**config.mk**
```make
export PLATFORM = sky130hd
export DESIGN_NAME = deque_with_reverse
export DESIGN_NICKNAME = d
export VERILOG_FILES = /design/src/dqr_pkg.sv /design/src/dqr_store.sv /design/src/deque_with_reverse.sv
export SDC_FILE = /design/constraint.sdc
export NUM_CORES = 1
export LEC_CHECK = 0
export BUFFER_PORTS_ARGS = -buffer_cell sky130_fd_sc_hd__buf_4
export CAP_MARGIN = 20
export CORE_MARGIN = 1
export CORE_UTILIZATION = 55
export DETAILED_ROUTE_END_ITERATION = 10
export GPL_TIMING_DRIVEN = 0
export HOLD_SLACK_MARGIN = 0.08
export PLACE_DENSITY = 0.77
export SYNTH_ARGS = -nofsm -noshare
export SYNTH_HDL_FRONTEND = slang
export SYNTH_SLANG_ARGS = --single-unit
```
**constraint.sdc**
```tcl
create_clock -name clk -period 8.91 [get_ports clk]
set_input_delay 0 -clock clk [delete_from_list [all_inputs] [get_ports clk]]
set_output_delay 0 -clock clk [all_outputs]
set_load 0.005 [all_outputs]
```
**src/dqr_pkg.sv**
```systemverilog
// ============================================================================
// dqr_pkg: shared types and constants for the reversible deque
// Command and status codes, field widths and stream packing positions.
// ============================================================================
`default_nettype none

package dqr_pkg;

    localparam int DATA_W   = 32;
    localparam int CMD_W    = 2;
    localparam int STATUS_W = 2;
    localparam int FILL_W   = 5;

    // Result tdata layout, lowest bit first
    localparam int ST_LSB    = DATA_W;
    localparam int EMPTY_BIT = ST_LSB + STATUS_W;
    localparam int FILL_LSB  = EMPTY_BIT + 1;
    localparam int M_TDATA_W = FILL_LSB + FILL_W;

    localparam logic [CMD_W-1:0] CMD_PUSH_BACK  = 2'd0;
    localparam logic [CMD_W-1:0] CMD_PUSH_FRONT = 2'd1;
    localparam logic [CMD_W-1:0] CMD_POP_FRONT  = 2'd2;
    localparam logic [CMD_W-1:0] CMD_REVERSE    = 2'd3;

    localparam logic [STATUS_W-1:0] ST_OK    = 2'd0;
    localparam logic [STATUS_W-1:0] ST_EMPTY = 2'd1;
    localparam logic [STATUS_W-1:0] ST_FULL  = 2'd2;

    typedef logic [DATA_W-1:0] word_t;

endpackage

`default_nettype wire

```
**src/dqr_store.sv**
```systemverilog
// ============================================================================
// dqr_store: entry storage for the reversible deque
// One write port and one read port; read data is registered and holds
// between reads.
// ============================================================================
`default_nettype none

module dqr_store #(
    parameter int DEPTH = 16,
    localparam int AW   = $clog2(DEPTH)
) (
    input  wire logic          clk,
    input  wire logic          wr_en,
    input  wire logic [AW-1:0] wr_addr,
    input  wire dqr_pkg::word_t wr_data,
    input  wire logic          rd_en,
    input  wire logic [AW-1:0] rd_addr,
    output dqr_pkg::word_t     rd_data
);

    dqr_pkg::word_t mem [DEPTH];
    dqr_pkg::word_t rd_data_reg;

    always_ff @(posedge clk)
    begin
        if (wr_en)
        begin
            mem[wr_addr] <= wr_data;
        end
    end

    always_ff @(posedge clk)
    begin
        if (rd_en)
        begin
            rd_data_reg <= mem[rd_addr];
        end
    end

    assign rd_data = rd_data_reg;

endmodule

`default_nettype wire

```
**src/deque_with_reverse.sv**
```systemverilog
// ============================================================================
// deque_with_reverse: bounded double-ended queue of 32-bit words
// Ring buffer in a synchronous memory with a direction bit for reversal.
// ============================================================================
// Usage:
//   Requests arrive on the s_ stream: s_tuser carries the command (push back,
//   push front, pop front, reverse) and s_tdata the word to push. Every
//   request yields exactly one result on the m_ stream: m_tuser flags a popped
//   word, m_tdata carries the word (zero unless popped), the status, the
//   empty flag and the fill count after the request.
//   The result is registered: it is valid the cycle after acceptance.
//   Throughput is one request per cycle while the receiver takes each result.
//   Pointers update at the accepting edge, and the memory read for a pop
//   lands in the read register at that same edge, which also loads the result register.
//   Pop on an empty queue reports an error status; push on a full queue is
//   dropped and flagged. Reverse only flips the direction bit.
//   Reset empties the queue and clears the direction bit; memory contents are
//   left as they are. While the result register is held by a stalled
//   receiver, s_tready stays low and no request is taken.
// ============================================================================
`default_nettype none

module deque_with_reverse #(
    parameter int DEPTH = 16
) (
    input  wire logic                           clk,
    input  wire logic                           rst_n,
    input  wire logic                           s_tvalid,
    output logic                                s_tready,
    input  wire logic [dqr_pkg::DATA_W-1:0]     s_tdata,  // value[31:0]
    input  wire logic [dqr_pkg::CMD_W-1:0]      s_tuser,  // command[1:0]
    output logic                                m_tvalid,
    input  wire logic                           m_tready,
    // popped_value[31:0], status[33:32], is_empty[34], fill_count[39:35]
    output logic [dqr_pkg::M_TDATA_W-1:0]       m_tdata,
    output logic                                m_tuser   // popped_valid
);

    localparam int AW = $clog2(DEPTH);
    localparam int CW = $clog2(DEPTH + 1);
    localparam logic [AW-1:0] LAST_SLOT = AW'(DEPTH - 1);
    localparam logic [AW:0]   DEPTH_S   = (AW + 1)'(DEPTH);
    localparam logic [CW-1:0] DEPTH_C   = CW'(DEPTH);

    logic [AW-1:0] head_reg, head_next;
    logic [CW-1:0] count_reg, count_next;
    logic          rev_reg, rev_next;

    logic                         out_valid_reg;
    logic                         pv_reg, pv_next;
    logic [dqr_pkg::STATUS_W-1:0] st_reg, st_next;
    logic                         empty_reg;
    logic [dqr_pkg::FILL_W-1:0]   fill_reg;

    logic           accept;
    logic           is_push;
    logic           at_low;
    logic [AW-1:0]  head_dec, head_inc;
    logic [CW-1:0]  off_c;
    logic [AW:0]    slot_sum;
    logic [AW-1:0]  slot_far;
    logic           wr_en, rd_en;
    logic [AW-1:0]  wr_addr, rd_addr;
    dqr_pkg::word_t rd_data;

    assign s_tready = !out_valid_reg || m_tready;
    assign accept   = s_tvalid && s_tready;

    assign is_push  = (s_tuser == dqr_pkg::CMD_PUSH_BACK) ||
                      (s_tuser == dqr_pkg::CMD_PUSH_FRONT);
    assign at_low   = (s_tuser == dqr_pkg::CMD_PUSH_FRONT) ? !rev_reg : rev_reg;

    assign head_dec = (head_reg == '0) ? LAST_SLOT : head_reg - AW'(1);
    assign head_inc = (head_reg == LAST_SLOT) ? '0 : head_reg + AW'(1);

    // far end slot: head + count for a push, head + count - 1 for a pop
    assign off_c    = is_push ? count_reg : count_reg - CW'(1);
    assign slot_sum = {1'b0, head_reg} + {1'b0, off_c[AW-1:0]};
    assign slot_far = (slot_sum >= DEPTH_S) ? AW'(slot_sum - DEPTH_S)
                                             : slot_sum[AW-1:0];

    always_comb
    begin
        head_next  = head_reg;
        count_next = count_reg;
        rev_next   = rev_reg;
        pv_next    = 1'b0;
        st_next    = dqr_pkg::ST_OK;
        wr_en      = 1'b0;
        rd_en      = 1'b0;
        wr_addr    = slot_far;
        rd_addr    = slot_far;
        case (s_tuser)
            dqr_pkg::CMD_PUSH_BACK, dqr_pkg::CMD_PUSH_FRONT:
            begin
                if (count_reg >= DEPTH_C)
                begin
                    st_next = dqr_pkg::ST_FULL;
                end
                else
                begin
                    wr_en      = accept;
                    count_next = count_reg + CW'(1);
                    if (at_low)
                    begin
                        wr_addr   = head_dec;
                        head_next = head_dec;
                    end
                end
            end
            dqr_pkg::CMD_POP_FRONT:
            begin
                if (count_reg == '0)
                begin
                    st_next = dqr_pkg::ST_EMPTY;
                end
                else
                begin
                    rd_en      = accept;
                    pv_next    = 1'b1;
                    count_next = count_reg - CW'(1);
                    if (!rev_reg)
                    begin
                        rd_addr   = head_reg;
                        head_next = head_inc;
                    end
                end
            end
            dqr_pkg::CMD_REVERSE:
            begin
                rev_next = !rev_reg;
            end
            default:
            begin
                rev_next = rev_reg;
            end
        endcase
    end

    always_ff @(posedge clk or negedge rst_n)
    begin
        if (!rst_n)
        begin
            head_reg      <= '0;
            count_reg     <= '0;
            rev_reg       <= 1'b0;
            out_valid_reg <= 1'b0;
        end
        else
        begin
            if (accept)
            begin
                head_reg  <= head_next;
                count_reg <= count_next;
                rev_reg   <= rev_next;
            end
            if (accept)
            begin
                out_valid_reg <= 1'b1;
            end
            else if (m_tready)
            begin
                out_valid_reg <= 1'b0;
            end
        end
    end

    // result payload; hold while the receiver stalls
    always_ff @(posedge clk)
    begin
        if (accept)
        begin
            pv_reg    <= pv_next;
            st_reg    <= st_next;
            empty_reg <= (count_next == '0);
            fill_reg  <= dqr_pkg::FILL_W'(count_next);
        end
    end

    dqr_store #(
        .DEPTH (DEPTH)
    ) u_store (
        .clk     (clk),
        .wr_en   (wr_en),
        .wr_addr (wr_addr),
        .wr_data (s_tdata),
        .rd_en   (rd_en),
        .rd_addr (rd_addr),
        .rd_data (rd_data)
    );

    assign m_tvalid = out_valid_reg;
    assign m_tuser  = pv_reg;
    assign m_tdata  = {fill_reg, empty_reg, st_reg, (pv_reg ? rd_data : '0)};

endmodule

`default_nettype wire

```
-- Word level (Yosys, flattened, before mapping)
Memory sizes are Yosys's and may differ from the RTL's. A register that Yosys moved wholly into a read port is not among the register bits.
Cells that the tools add are included.
- mux-type cells: 32
- add/sub/neg operators: 6
- reduce and logical (&&, ||, !) cells: 14
- order comparisons: 2
- equality and inequality tests: 8
- operator list (kind ; count):
    $mux W4 ; 14
    $mux W32 ; 1
    $mux W1 ; 11
    $ge A5 B5 Y1 const B ; 2
    $logic_not A5 Y1 ; 2
    $mux W5 ; 2
    $pmux W5 S2 ; 1
    $ne A2 B2 Y1 const B ; 4
    $pmux W4 S2 ; 1
    $sub A4 B1 Y4 const B ; 2
    $reduce_and A6 Y1 ; 1
    $add A4 B4 Y5 ; 1
    $add A5 B1 Y5 const B ; 1
    $sub A5 B1 Y5 const B ; 1
    $add A4 B1 Y4 const B ; 1
    $eq A2 B2 Y1 const B ; 2
    $eq A4 B4 Y1 const B ; 1
    $logic_not A4 Y1 ; 1
    $pmux W2 S2 ; 1
    $reduce_bool A2 Y1 ; 2
    $eq A2 B1 Y1 const B ; 1
    $logic_not A1 Y1 ; 2
    $logic_not A2 Y1 ; 1
    $logic_or A1 B1 Y1 ; 2
    4 further kinds ; 4
- memory bits (writable): 512
- output and inout port bits: 43
- input port bits: 38
- register bits: 20
- memories kept: 1
- memory list (name ; depth ; bits a word ; rd ports ; clocked after memory_dff ; write ports ; line ; source):
    u_store.mem ; 16 ; 32 ; 1 ; 1 ; 1 ; dqr_store.sv:21 ; dqr_pkg::word_t mem [DEPTH];

-- Depth between registers and ports, before layout
Gate-level depths: netlist (run 1).
- depth in word-level cells: 9
- depth in mapped cells: 13

-- Modules after synthesis
Synthesis (run 1) repeated with hierarchy kept, for this count alone.
- cell total of the unflattened synthesis: 1019
- area total of the unflattened synthesis: 21755.9 µm²
- by module, submodules not included (module ; cells an instance ; area each (µm²) ; times used ; seq. area each (µm²)):
    dqr_store ; 838 ; 20155.6 ; 1 ; 16335.7
    deque_with_reverse ; 181 ; 1600.3 ; 1 ; 545.5

-- Least setup slack after synthesis (run 1)
Ideal clock, no wire load.
- path type: register to register
- start point: reg count_reg[0]
- end point: mem u_store.mem[4][0] (netlist name), enable pin
- clock period less this slack: 4.476 ns
- library setup time: 0.421 ns
- required time: 8.489 ns
- buffers on the path: 1
- slack: 4.434 ns
- stages on the path, launching flop included: 11
- arrival time: 4.055 ns
- cells stage by stage: dfrtp_1 inv_1 ha_1 a21oi_1 inv_1 fa_1 xnor2_1 clkbuf_1 a21o_1 nand2_1 nor2_1
- longest elaborated chain between the ends: 8
- elaborated cells between the ends (all ways): 14
- RTL lines (item ; line ; source):
    start, declared ; deque_with_reverse.sv:46 ; logic [CW-1:0] count_reg, count_next;
    start signal, assigned ; deque_with_reverse.sv:154 ; count_reg <= count_next;
    $sub A5 B1 Y5 ; -- ;
    $mux W4 ; deque_with_reverse.sv:77 ; assign off_c = is_push ? count_reg : count_reg - CW'(1);
    $add A4 B4 Y5 ; deque_with_reverse.sv:78 ; assign slot_sum = {1'b0, head_reg} + {1'b0, off_c[AW-1:0]};
    $sub A4 B1 Y4 / $ge A5 B5 Y1 (equally long branches) ; deque_with_reverse.sv:79 ; assign slot_far = (slot_sum >= DEPTH_S) ? AW'(slot_sum - DEPTH_S)
    $mux W4 ; deque_with_reverse.sv:79 ;
    $mux W4 ; deque_with_reverse.sv:104 ; if (at_low)
    $mux W4 ; deque_with_reverse.sv:96 ; if (count_reg >= DEPTH_C)
    $mux W4 ; deque_with_reverse.sv:93 ; case (s_tuser)
    end, declared ; dqr_store.sv:21 ;
Several ways; a longest one is shown, not always the timed one.

-- Final worst setup path (run 1)
- start point: reg count_reg[0]
- end point: mem u_store.mem[4][2] (netlist name), enable pin
The elaborated chain is that of the path after synthesis.

==> results of run 1 <==
## final timing paths
path	startpoint	endpoint	slack, ns
setup / recovery	count_reg[0]	u_store.mem[4][2]	3.79
hold / removal	s_tdata[20]	u_store.mem[3][20]	0.22
setup reg to reg	count_reg[0]	u_store.mem[4][2]	3.79
hold reg to reg	count_reg[1]	count_reg[1]	0.67
max in group asynchronous	rst_n	head_reg[2]	8.05
min in group asynchronous	rst_n	count_reg[0]	0.45
## cell families after synthesis
logic type,Yosys count
buffers and inverters,153
AOI/OAI and AO/OA,387
DFF,564
xor gates and xnor gates,14
and+or+nand+nor,422
muxes,86
adders and majority gates,9
## synth_stat cells (4+ instances only)
library cell    n
o22ai_1        30
mux2i_1        58
a32oi_1        39
ha_1            8
o32a_1          4
a311oi_1       38
nand3b_1       16
a21boi_0        5
and2_1         39
o21ai_0        49
dfrtp_1        11
nand3_1        16
nand2_1       247
inv_1          46
o21ai_1         6
mux2_2         13
nand2b_1        4
a32o_1         28
clkbuf_1       54
and3_1          5
buf_4          11
a31oi_1        15
a21o_1          7
mux4_2         12
a22oi_1        12
edfxtp_1      553
a221oi_1       42
buf_2          32
xnor2_1        11
buf_1           7
a211oi_1        4
nor2_1         65
a21oi_1        77
## metrics by stage
stage	util (%)	area (sq um)	hold WS [ns]	cells	setup WS, ns
3_5_place_dp	60.2	25400	-0.149	2270	3.96
3_3_place_gp	59.0	24900	-0.151	2253	2.05
6_report	65.3	27500	0.217	2415	3.79
5_1_grt	65.3	27500	0.222	2413	3.71
2_1_floorplan	-	23600	-0.296	1635	4.43
4_1_cts	65.3	27500	0.198	2412	3.91
## cell type report
cell class	instances	share of cell area, %
well taps	539	2.45
diodes	2	0.0182
plain buffers	105	1.73
repair buffers	137	5.09
clock buffers	60	4.99
inverters	48	0.655
flip-flops and latches	564	61.3
clock inverters	42	1.31
multi-input cells	918	22.4
## worst register-to-register path: cells and delay by family, from the launching register on
family                     cells  cell delay, ns
adders and majority gates      2            0.80
DFF                            1            0.50
xor gates and xnor gates       1            0.83
buffers and inverters          4            1.24
AOI/OAI and AO/OA              2            0.46
and+or+nand+nor                2            0.95
## metal layers
layer  global-route usage [%]  vias up
met5                        0        -
met4                     15.0        0
met3                     6.69      206
met2                     47.8     1240
met1                     41.7     7975
li1                         -     6767
==> metrics.txt, run 1 <==
synth warn 0; wire length of the first global-routing pass 98000 um; critical-path cell list inv_1 -> ha_1 -> a21oi_1 -> inv_1 -> fa_1 -> xnor2_1 -> clkbuf_1 -> a21o_1 -> nand2_1 -> nor2_4 -> buf_16; filler cell count in the final layout 2873; critical path arrival 5.42 ns; total global-route track usage 30.8%; CP max stage delay 0.83 ns; Post-Route WL 67500 um; final hold violations 0; clk_lat worst skew 0.62 ns; Net Count, Synth 1682; number of distinct library cells after synthesis 74; CP top delay family buffers and inverters; maximum fanout along the worst path 19; Met2 Wirelength 31000 um; setup tns final 0 ns; final slew viol count 0; WL met3 8340 um; Die X-Extent 209 um; core area 42100 sq um; outcome finished clean; Avg WL per Cell 28.0 um; most frequent cell on the critical path inv_1; Max Used Layer met4; FF+latch area 16900 sq um; initial antenna violation count 0; Synth Area in Compound Gates 12.1%; Final nets 1875; Starting Density 56.0%; most common cell after layout, fill and taps aside edfxtp_1; placer congestion estimate 0.953; Congestion Overflow GR 0; CTS Buf Count 54; Adder-Cell Fraction of Synth Area 0.509%; Buffers on Ports 79; post_cts resized 0; die area 43700 sq um; Simple-Gate Fraction of Synth Area 8.15%; synthesized area per cell 14.4 sq um; Buf/Inv on CP 4; max-cap violation count 0; vias in the first global route 15800; Hold Path Depth 2; Slowest cell on crit path xnor2_1; clock slew at reported path FFs 0.07 ns; CTS tree yes; critical path class flip-flop to flip-flop; DR iter-0 viols 2237; Area Overhead vs Synth 16.7%; crit start category flip-flop; slew margin rel. 18.5%; drt pass-1 iters 6; largest net degree at the start of global routing 24; Die Height 209 um; Post-synth EDFFs 553; crit share post-route 57.5%; CP endpoint kind flip-flop; Multi-input gate area 6170 sq um; RSZ-0062 raised after global routing no; DP HPWL 44400 um; residual DRC count 0; Post-Synth XOR/XNOR Area 0.520%; R2R depth 11; post-synth top area cell edfxtp_1; count of endpoints failing setup in the final report 0; Seq/Total Area, Yosys 71.6%; Min Clock Period, post-route 5.12 ns; layout cells sized above 1 15.0%; Root Driver clkbuf_16; Worst EP required 9.21 ns; num ports 81; largest family of logic cells by synthesized area compound AO/OA/AOI/OAI gates; Worst Tran Pin Value 1.21 ns; post-synth top area share 70.4%; dominant synthesized flop cell edfxtp_1; postcts setup bufs 0; top cells by area, synth edfxtp_1 (70%), nand2_1 (3.9%), mux2i_1 (2.5%); FMAX 195 MHz; CTS Hold Buffers Added 40; Worst Skew 0.0244 ns; CP Depth 11; Synth Cell Area 23600 sq um; hold crit path type input port to flip-flop; post-synthesis mux area share 4.37%; Clock Sinks 564; ANT nets after route 0; most frequent cells in the layout edfxtp_1 (553), nand2_1 (247), buf_4 (91), a21oi_1 (77), clkbuf_1 (60); vias 16200; Mapped Cells 1635; floorplan row count 75; H-tree levels 2; vias per cell 6.70; Largest register FFs 512; met1 wire length 24900 um; #FFs+latches synth 564; Synth async-reset ratio 1.95%; Clock Path Buffers 3
Power of run 1 is left out: the tool's default activity adds up to more than one toggle a clock period on the data nets, which glitch-free logic cannot reach.
==> run 2: changes to the inputs <==
--- a/config.mk
+++ b/config.mk
@@ -5,6 +5,7 @@
 export SDC_FILE = /design/constraint.sdc
 export NUM_CORES = 1
 export LEC_CHECK = 0
+export ABC_AREA = 1
 export BUFFER_PORTS_ARGS = -buffer_cell sky130_fd_sc_hd__buf_4
 export CAP_MARGIN = 20
 export CORE_MARGIN = 1
==> constraint.sdc (replaced) <==
create_clock -name clk -period 5.4 [get_ports clk]
set_input_delay 0 -clock clk [delete_from_list [all_inputs] [get_ports clk]]
set_output_delay 0 -clock clk [all_outputs]
set_load 0.005 [all_outputs]
==> metrics.txt, run 2 <==
CTS Hold Buffers Added 40 (unchanged); crit start category flip-flop; hold crit path type input port to flip-flop; most frequent cells in the layout edfxtp_1 (553), nand3_1 (536), inv_1 (477), nand2_1 (473), nand3b_1 (96); floorplan row count 77 (+2.7%); number of distinct library cells after synthesis 32 (-57%); count of endpoints failing setup in the final report 0 (unchanged); drt pass-1 iters 9 (+3); total global-route track usage 32.5% (+1.7 points); final slew viol count 0 (unchanged); initial antenna violation count 1 (+1); residual DRC count 0 (unchanged); Final nets 2607 (+39%); Starting Density 56.1% (+0.17 points); FF-to-FF End u_store.rd_data[9]; vias per cell 5.88 (-12%); Die X-Extent 215 um (+3.0%); WHS 0.239 ns (+0.0228 ns); met2 Use GR 50.1% (+2.3 points); CTS Buf Count 54 (unchanged); post-synth top area cell edfxtp_1; wire length of the first global-routing pass 110000 um (+13%); ANT nets after route 0 (unchanged); FMAX 242 MHz (+24%); most common cell after layout, fill and taps aside edfxtp_1; DR iter-0 viols 2868 (+28%); crit share post-route 76.4% (+19 points); DP HPWL 48000 um (+8.2%); vias in the first global route 18200 (+15%); reg2reg start count_reg[0]; Worst Tran Pin Value 1.11 ns (-0.101 ns); num ports 81 (unchanged); critical path class flip-flop to flip-flop; H-tree levels 2 (unchanged); max-cap violation count 0 (unchanged); GR peak layer met2; largest net degree at the start of global routing 24 (unchanged); Hold Startpoint s_tdata[12]; Net Count, Synth 2413 (+43%); postcts setup bufs 0 (unchanged); Hold EP u_store.mem[11][12]; final hold violations 0 (unchanged); Min Clock Period, post-route 4.12 ns (-0.996 ns); maximum fanout along the worst path 10 (-9); filler cell count in the final layout 3282 (+14%); layout cells sized above 1 10.8% (-4.2 points); setup tns final 0 ns (unchanged); Area Overhead vs Synth 15.2%; critical path arrival 4.47 ns (-0.95 ns); Die Height 215 um (+3.0%); dominant synthesized flop cell edfxtp_1; fin worst setup slack 1.28 ns (-2.51 ns); Synth Cell Area 25000 sq um (+6.2%); Hold Path Depth 2 (unchanged); R2R Setup Slk 1.28 ns (-2.51 ns); diodes inserted 0 (-2); synth warn 0 (unchanged); Avg WL per Cell 23.4 um (-16%); Synth async-reset ratio 1.95% (unchanged); Clock Sinks 564 (unchanged); met3 Usage GRT 7.71% (+1.0 points); Seq/Total Area, Yosys 67.4% (-4.2 points); Post-Route WL 74600 um (+11%); Commonest cells post-synth edfxtp_1 (553), nand3_1 (536), inv_1 (477); post-synth top area share 66.3% (-4.1 points); vias 18800 (+16%); CTS tree yes; clock slew at reported path FFs 0.06 ns (about the same); Congestion Overflow GR 0 (unchanged); synthesized area per cell 10.6 sq um (-27%); Post-synth EDFFs 553 (unchanged); #FFs+latches synth 564 (unchanged); R2R depth 13 (+2); placer congestion estimate 0.903 (-5.3%); pre-CTS WS 1.51 ns (-2.45 ns); clk_lat worst skew 0.61 ns (about the same); die area 46400 sq um (+6.1%); Mapped Cells 2366 (+45%); Buffers on Ports 80 (+1.3%); slew margin rel. 25.9% (+7.4 points); Worst Skew 0.0172 ns (-0.00719 ns); Root Driver clkbuf_16; post_cts resized 0 (unchanged); core area 44600 sq um (+5.9%); RSZ-0062 raised after global routing no; outcome finished clean; global-route met1 utilization 42.4% (+0.73 points); Worst EP required 5.75 ns (-3.46 ns); Clock Path Buffers 3 (unchanged); CP endpoint kind flip-flop; top-count cell post-synth edfxtp_1; Largest register FFs 512 (unchanged); top cells by area, synth edfxtp_1 (66%), nand3_1 (11%), inv_1 (7.1%)
## run 2: cell types whose count changed after synthesis, sizes merged, moves of 42 or more
cell / previous run / this run
a221oi: 42 / 0
nand3: 16 / 537
inv: 46 / 479
nand3b: 16 / 96
nand2: 249 / 479
buf: 50 / 100
a21oi: 79 / 7
mux2i: 58 / 0
## run 2: cell type report
class	count	area (sq um)	area share [%]
sequential	564	16900	58.5
tap	592	741	2.57
timing repair buffer	138	1390	4.83
clock inverter	32	141	0.490
clock buffer	65	1410	4.90
inverter	479	1800	6.23
buffer	126	604	2.09
multi-input combinational	1197	5890	20.4
## run 2: cells by family after synthesis
kind of cell	synth area share, %
and+or+nand+nor	21.5
AOI/OAI and AO/OA	0.759
xor gates and xnor gates	0.280
buffers and inverters	9.59
adders and majority gates	0.480
DFF	67.4
## run 2: worst max path at each step
stage | startpoint | endpoint | slack [ns] | cells past startpoint
floorplan | count_reg[0] | u_store.mem[0][0] | 1.46 | 10
global route | count_reg[0] | u_store.rd_data[9] | 1.27 | 13
CTS | count_reg[0] | u_store.rd_data[9] | 1.49 | 13
finish | count_reg[0] | u_store.rd_data[9] | 1.28 | 13
detailed placement | count_reg[0] | u_store.rd_data[9] | 1.51 | 13
global placement | count_reg[0] | u_store.mem[2][15] | -0.47 | 10
## run 2: worst max-delay path, stage by stage, from the launching register on
cell      delay [ns]
dfrtp_1         0.46
inv_1           0.16
ha_1            0.36
o21ai_0         0.28
inv_1           0.09
fa_1            0.38
xor2_1          0.19
nand2_1         0.08
o21ai_1         0.13
inv_2           0.24
clkbuf_1        0.76
nand3_1         0.41
nand3_1         0.22
nand2_1         0.10
## run 2: stage by stage
step / area, sq um / utilization [%] / cells
2_1_floorplan: 25000 / - / 2366
3_3_place_gp: 26400 / 59.1 / 3038
3_5_place_dp: 26900 / 60.3 / 3055
4_1_cts: 28800 / 64.7 / 3192
5_1_grt: 28900 / 64.7 / 3193
6_report: 28900 / 64.7 / 3193
## run 2: layer usage
metal / vias up / share of wire, %
met5: - / 0
met4: 0 / 6.6
met3: 338 / 14
met2: 1468 / 45
met1: 8760 / 35
li1: 8199 / -
Power of run 2 is left out for the same reason.
